### src/sv/eqd_pkg.sv
package eqd_pkg;

   localparam int QUEUE_DEPTH_DEFAULT   = 16;
   localparam int PAYLOAD_BYTES_DEFAULT = 8;

   typedef enum logic [1:0] {
      OP_PUT      = 2'd0,
      OP_DISPATCH = 2'd1,
      OP_START    = 2'd2
   } op_type;

   typedef enum logic [1:0] {
      ST_OK    = 2'd0,
      ST_RANGE = 2'd1,
      ST_FULL  = 2'd2,
      ST_EMPTY = 2'd3
   } status_type;

   typedef struct packed {
      logic [1:0]  operation;
      logic [7:0]  handler_id;
      logic [7:0]  payload_length;
      logic [63:0] payload;
   } req_word_type;

   typedef struct packed {
      logic [1:0]  status;
      logic [7:0]  out_handler_id;
      logic [3:0]  out_length;
      logic [63:0] out_payload;
      logic        pending;
      logic [4:0]  occupancy;
   } rsp_word_type;

   typedef struct packed {
      logic [7:0]  handler;
      logic [3:0]  length;
      logic [63:0] bytes;
   } entry_type;

   function automatic logic [63:0] byte_mask(input logic [3:0] len);
      logic [63:0] mask;
      mask = '0;
      for (int b = 0; b < 8; b++) begin
         mask[8*b +: 8] = (4'(b) < len) ? 8'hFF : 8'h00;
      end
      return mask;
   endfunction

endpackage

### src/sv/event_queue_dispatcher_unit.sv
// Event queue dispatcher: a circular queue of pending events held in one
// synchronous memory. A request word is taken at a rising edge where start
// is high and busy is low. Its operation is a put, a dispatch of the oldest
// event, or a start of the running flag.
// Every request gives exactly one response word on rsp_word, shown for one
// cycle while rsp_valid is high. A put, a start, an unused code or a
// dispatch on an empty queue answers in the cycle after acceptance and lets
// the next request in at once, so these run at one word per cycle.
// A dispatch that finds an event reads it from the memory into a read
// register; busy is high while the unit waits for that read, and the
// response is then registered from the read data, so no word is taken meanwhile.
// The response carries the pending flag and the occupancy after the word.
// Reset clears the indices, the count, and the running and pending flags;
// the memory contents are not cleared and need not be, since only entries
// that were written are ever read. The receiver cannot stall: each
// response is taken in the cycle it is shown.
module event_queue_dispatcher_unit #(
   parameter int QUEUE_DEPTH   = eqd_pkg::QUEUE_DEPTH_DEFAULT,
   parameter int PAYLOAD_BYTES = eqd_pkg::PAYLOAD_BYTES_DEFAULT
) (
   input  logic                  clock,
   input  logic                  reset,
   input  logic                  start,
   output logic                  busy,
   input  eqd_pkg::req_word_type req_word,
   output logic                  rsp_valid,
   output eqd_pkg::rsp_word_type rsp_word
);

   localparam int IDX_W = $clog2(QUEUE_DEPTH);
   localparam int CNT_W = $clog2(QUEUE_DEPTH + 1);

   typedef enum logic {
      S_IDLE,
      S_FETCH
   } state_type;

   state_type             state_ff, state_in;
   logic [IDX_W-1:0]      read_index_ff, read_index_in;
   logic [IDX_W-1:0]      write_index_ff, write_index_in;
   logic [CNT_W-1:0]      count_ff, count_in;
   logic                  running_ff, running_in;
   logic                  pending_ff, pending_in;
   logic                  rsp_valid_ff, rsp_valid_in;
   eqd_pkg::rsp_word_type rsp_word_ff, rsp_word_in;

   eqd_pkg::entry_type    mem [QUEUE_DEPTH];
   eqd_pkg::entry_type    rd_data_ff;
   eqd_pkg::entry_type    wr_data;
   logic                  wr_en;

   logic [IDX_W-1:0]      read_next;
   logic [IDX_W-1:0]      write_next;

   assign read_next  = (read_index_ff == IDX_W'(QUEUE_DEPTH - 1)) ? '0 : read_index_ff + 1'b1;
   assign write_next = (write_index_ff == IDX_W'(QUEUE_DEPTH - 1)) ? '0 : write_index_ff + 1'b1;

   assign wr_data.handler = req_word.handler_id;
   assign wr_data.length  = req_word.payload_length[3:0];
   assign wr_data.bytes   = req_word.payload
                            & eqd_pkg::byte_mask(req_word.payload_length[3:0]);

   always_comb begin
      state_in       = state_ff;
      read_index_in  = read_index_ff;
      write_index_in = write_index_ff;
      count_in       = count_ff;
      running_in     = running_ff;
      pending_in     = pending_ff;
      rsp_valid_in   = 1'b0;
      rsp_word_in    = '0;
      wr_en          = 1'b0;
      case (state_ff)
         S_IDLE: begin
            if (start) begin
               case (req_word.operation)
                  eqd_pkg::OP_PUT: begin
                     rsp_valid_in = 1'b1;
                     if (req_word.payload_length > 8'(PAYLOAD_BYTES)) begin
                        rsp_word_in.status = eqd_pkg::ST_RANGE;
                     end else if (count_ff == CNT_W'(QUEUE_DEPTH)) begin
                        rsp_word_in.status = eqd_pkg::ST_FULL;
                     end else begin
                        wr_en          = 1'b1;
                        count_in       = count_ff + 1'b1;
                        write_index_in = write_next;
                        if (running_ff) begin
                           pending_in = 1'b1;
                        end
                     end
                  end
                  eqd_pkg::OP_DISPATCH: begin
                     if (count_ff == '0) begin
                        rsp_valid_in       = 1'b1;
                        rsp_word_in.status = eqd_pkg::ST_EMPTY;
                        pending_in         = 1'b0;
                     end else begin
                        count_in      = count_ff - 1'b1;
                        read_index_in = read_next;
                        state_in      = S_FETCH;
                     end
                  end
                  eqd_pkg::OP_START: begin
                     rsp_valid_in = 1'b1;
                     running_in   = 1'b1;
                     if (count_ff != '0) begin
                        pending_in = 1'b1;
                     end
                  end
                  default: begin
                     rsp_valid_in = 1'b1;
                  end
               endcase
            end
         end
         S_FETCH: begin
            rsp_valid_in               = 1'b1;
            rsp_word_in.status         = eqd_pkg::ST_OK;
            rsp_word_in.out_handler_id = rd_data_ff.handler;
            rsp_word_in.out_length     = rd_data_ff.length;
            rsp_word_in.out_payload    = rd_data_ff.bytes;
            state_in                   = S_IDLE;
         end
         default: begin
            state_in = S_IDLE;
         end
      endcase
      rsp_word_in.pending   = pending_in;
      rsp_word_in.occupancy = 5'(count_in);
   end

   always_ff @(posedge clock) begin
      if (reset) begin
         state_ff       <= S_IDLE;
         read_index_ff  <= '0;
         write_index_ff <= '0;
         count_ff       <= '0;
         running_ff     <= 1'b0;
         pending_ff     <= 1'b0;
         rsp_valid_ff   <= 1'b0;
      end else begin
         state_ff       <= state_in;
         read_index_ff  <= read_index_in;
         write_index_ff <= write_index_in;
         count_ff       <= count_in;
         running_ff     <= running_in;
         pending_ff     <= pending_in;
         rsp_valid_ff   <= rsp_valid_in;
      end
      rsp_word_ff <= rsp_word_in;
   end

   always_ff @(posedge clock) begin
      if (wr_en) begin
         mem[write_index_ff] <= wr_data;
      end
      rd_data_ff <= mem[read_index_ff];
   end

   assign busy      = (state_ff == S_FETCH);
   assign rsp_valid = rsp_valid_ff;
   assign rsp_word  = rsp_word_ff;

endmodule

### config.mk
export PLATFORM = sky130hd
export DESIGN_NAME = event_queue_dispatcher_unit
export DESIGN_NICKNAME = d
export VERILOG_FILES = /design/src/sv/eqd_pkg.sv /design/src/sv/event_queue_dispatcher_unit.sv
export SDC_FILE = /design/constraint.sdc
export NUM_CORES = 1
export LEC_CHECK = 0
export ABC_AREA = 1
export BUFFER_PORTS_ARGS = -buffer_cell sky130_fd_sc_hd__buf_2
export CAP_MARGIN = 5
export CORE_MARGIN = 2
export CORE_UTILIZATION = 56
export DETAILED_ROUTE_END_ITERATION = 10
export PLACE_DENSITY_LB_ADDON = 0.1
export SLEW_MARGIN = 20
export SYNTH_ARGS = -nofsm -noshare
export SYNTH_HDL_FRONTEND = slang
export SYNTH_SLANG_ARGS = --single-unit
### constraint.sdc
create_clock -name clock -period 4.9 [get_ports clock]
set_input_delay 0.735 -clock clock [delete_from_list [all_inputs] [get_ports clock]]
set_output_delay 0.735 -clock clock [all_outputs]
set_load 0.01 [all_outputs]
==> metrics.md <==
| Metric | Value |
|---|---|
| Outcome | finished, final reports clean |
| Hold depth | 3 |
| PortBufs | 170 |
| Proportion of layout cells with a drive suffix above 1 | 0.113 |
| Worst path most repeated cell | nand2_1 |
| Crit path max-delay family | simple AND/OR/NAND/NOR gates |
| WL per Instance | 21.4 um |
| Final Max Tran Viols | 0 |
| Leading cell types in the layout, fill and taps excluded | edfxtp_1, nor2_1, o21ai_0 |
| CTS buffer count | 141 |
| Die width | 311 um |
| Global-route wire length before repair | ~180,000 um |
| Pwr Total | 24.2 mW |
| DR DRC count | 0 |
| Critical Path RT | ~5.3 ns |
| Core box area | 93,300 um^2 |
| Post-DP HPWL | approximately 61,000 um |
| Sequential area share after synthesis | 0.758 |
| Vias in the first global route | about 30,000 |
| Worst reg2reg path depth | 8 |
| Cells after synthesis | 4,118 |
| Clock sinks | around 1,400 |
| Post-route clock period utilization | 0.658 |
| Crit Path Category | reg -> reg |
| # resized after CTS | 0 |
| Initial Util | 0.566 |
| PwrDens | between 400 and 500 nW/um^2 |
| Syn_area_per_cell | 12.8 um^2 |
| Worst-path clk slew | around 0.06 ns |
| First drt pass iteration count | 5 |
| Initial antenna violation count | 1 |
| CP Launch Type | flop |
| Bufs and invs on worst path | 3 |
| Post-synth design cell area | 52,800 um^2 |
| Final clock skew | 0.0229 ns |
| Detailed Route Iter0 Violations | between 3,000 and 4,000 |
| Ys Warns | 0 |
| Slew margin rel. | 0.248 |
| Worst slew pin tran | 1.13 ns |
| # setup viols final | 0 |
| Area grow syn2layout | 12.4% |
| CP Capture Type | flop |
| Tmin final | 3.22 ns |
| Maximum clock frequency | 0.310 GHz |
| RSZ-0062 raised after global routing | no |
| Clock latency on the worst-skew pair | 0.73 ns |
| Htree depth | 4 |
| CTS Hold Bufs | 0 |
| Placed Cells | 5,348 |
| Grt met2 use | 0.387 |
| Hold Crit Class | in -> reg |
| Number of max-cap violations | 0 |
| Die height | 311 um |
| Hold Slack | roughly 0.27 ns |
| Post-route ant nets | 0 |
| Gpl congestion | between 0.7 and 0.8 |
| Netlist cell types | 32 |
| GRT Total Usage | 0.247 |
| Total Wirelength | ~120,000 um |
| Post-Layout Cell Count | 5,606 |
| VDD IR max | 0.309 mV |
| GRT busiest layer | met2 |
| Met3 usage | 0.0453 |
| I/O pin count | 171 |
| Final Hold Vio Count | 0 |
| Syn Nets | 4,210 |
| Seq cells post-synth | 1,393 |
| Full die area | approximately 97,000 um^2 |
| Post-CTS Repair Setup Buffers | 0 |
| CP max stage delay | 0.79 ns |
| Routed via count | around 32,000 |
| Core Util, Final | 0.636 |
| Maximum fanout along the worst path | 40 |
| Crit path DAT | 3.62 ns |
| CP max-delay cell | nor2_4 |
| Antenna cells | 0 |
| Clock root buffer | clkbuf_16 |
| Rows | between 100 and 150 |
| Met1 Use GR | 0.361 |
| Pin count of the biggest net entering global routing | 231 |
| Bufs on Longest Clock Path | 3 |
| Static Leak | 20.8 nW |
| Worst path cell trace | inv_1 > nand2_1 > nor2_2 > nand4_2 > inv_2 > nand2_1 > nor2_4 > buf_12 |
| Vias per cell | 5.68 |
| Critical Path Stages | 8 |
| GRT overflow | 0 |
| Most common cell after layout, fill and taps aside | edfxtp_1 |
| CTS tree | built |
| Post-layout net count | 4,329 |
==> logic make-up (layout without fill, tap and decap cells) <==
logic type / after synthesis / in the layout / synth area share
flops: 1393 / 1393 / 0.758
simple gates: 1335 / 1335 / 0.100
compound gates: 937 / 937 / 0.0996
buf+inv: 441 / 675 / 0.0389
fa+ha+maj: 7 / 7 / 0.00166
xor+xnor: 5 / 5 / 0.000829
==> sequential cells by signal, summed over array words and instances, names as in the netlist <==
register,count
busy,1
count_ff,5
mem,1216
pending_ff,1
rd_data_ff,76
read_index_ff,4
rsp_valid,1
rsp_word,84
running_ff,1
write_index_ff,4
==> cells in the mapped netlist <==
master    instances  area [um^2]
dfxtp_1         177         3540
o211ai_1        152         1140
clkbuf_1        149          559
buf_8             3         45.0
edfxtp_1       1216        36500
nand3_1         168          841
clkbuf_4          1         7.51
buf_6            24          270
buf_12            1         20.0
xnor2_1           1         8.76
o21ai_0         522         2610
clkinv_1          1         3.75
nand2_1         296         1110
o21ai_1          92          460
nor2_1          840         3150
or2_2             1         6.26
o22ai_1         152          951
buf_4            32          240
buf_2            33          165
buf_1            12         45.0
nor2_2           22          138
xor2_1            4         35.0
inv_2             3         11.3
ha_1              7         87.6
inv_1           181          679
nand4_2           1         12.5
a31oi_1           2         12.5
inv_4             1         6.26
nor3_1            1         5.00
a21oi_1          17         85.1
nand4_1           5         31.3
nand3_2           1         10.0
==> path summary, 6_finish.rpt <==
| check | slack [ns] | endpoint | from |
|---|---|---|---|
| setup / recovery | 1.68 | mem[12][35]$_DFFE_PP_ | busy$_SDFF_PP0_ |
| hold / removal | 0.27 | rsp_valid$_SDFF_PP0_ | start |
| setup reg to reg | 1.68 | mem[12][35]$_DFFE_PP_ | busy$_SDFF_PP0_ |
| hold reg to reg | 0.41 | rsp_word[54]$_SDFF_PN0_ | rd_data_ff[48]$_DFF_P_ |
==> cell type report <==
type | count | area (um^2)
clock buffer | 202 | 4110
inverter | 186 | 727
tap | 1254 | 1570
multi-input combinational | 2284 | 10800
clock inverter | 56 | 443
fill | 7021 | 34000
timing repair buffer | 231 | 1570
sequential | 1393 | 40100
==> layer usage <==
layer,part of all wire,wire length (um)
met5,0,0
met4,0.019,2240
met3,0.069,8310
met2,0.46,55600
met1,0.45,54000
==> worst min-delay path, cell delays in order <==
cell     delay, ns
buf_2         0.11
nand2_1       0.05
a21oi_1       0.05
==> power breakdown <==
part	switching [mW]	leakage (nW)	total, mW	internal, mW
clock	4.31	2.24	10.4	6.10
combinational	0.593	6.31	0.797	0.204
sequential	0.0387	12.3	13.0	13.0
==> stage by stage <==
stage	setup WS (ns)	cell area, um^2	setup TNS, ns
after floorplan	-0.341	52800	-212.14
after detailed placement	1.22	54800	0
final	1.68	59300	0
after CTS	1.64	59300	0
after global placement	1.30	54800	0
after global routing	1.45	59300	0
No activity file was read; power rests on OpenSTA's default activity.
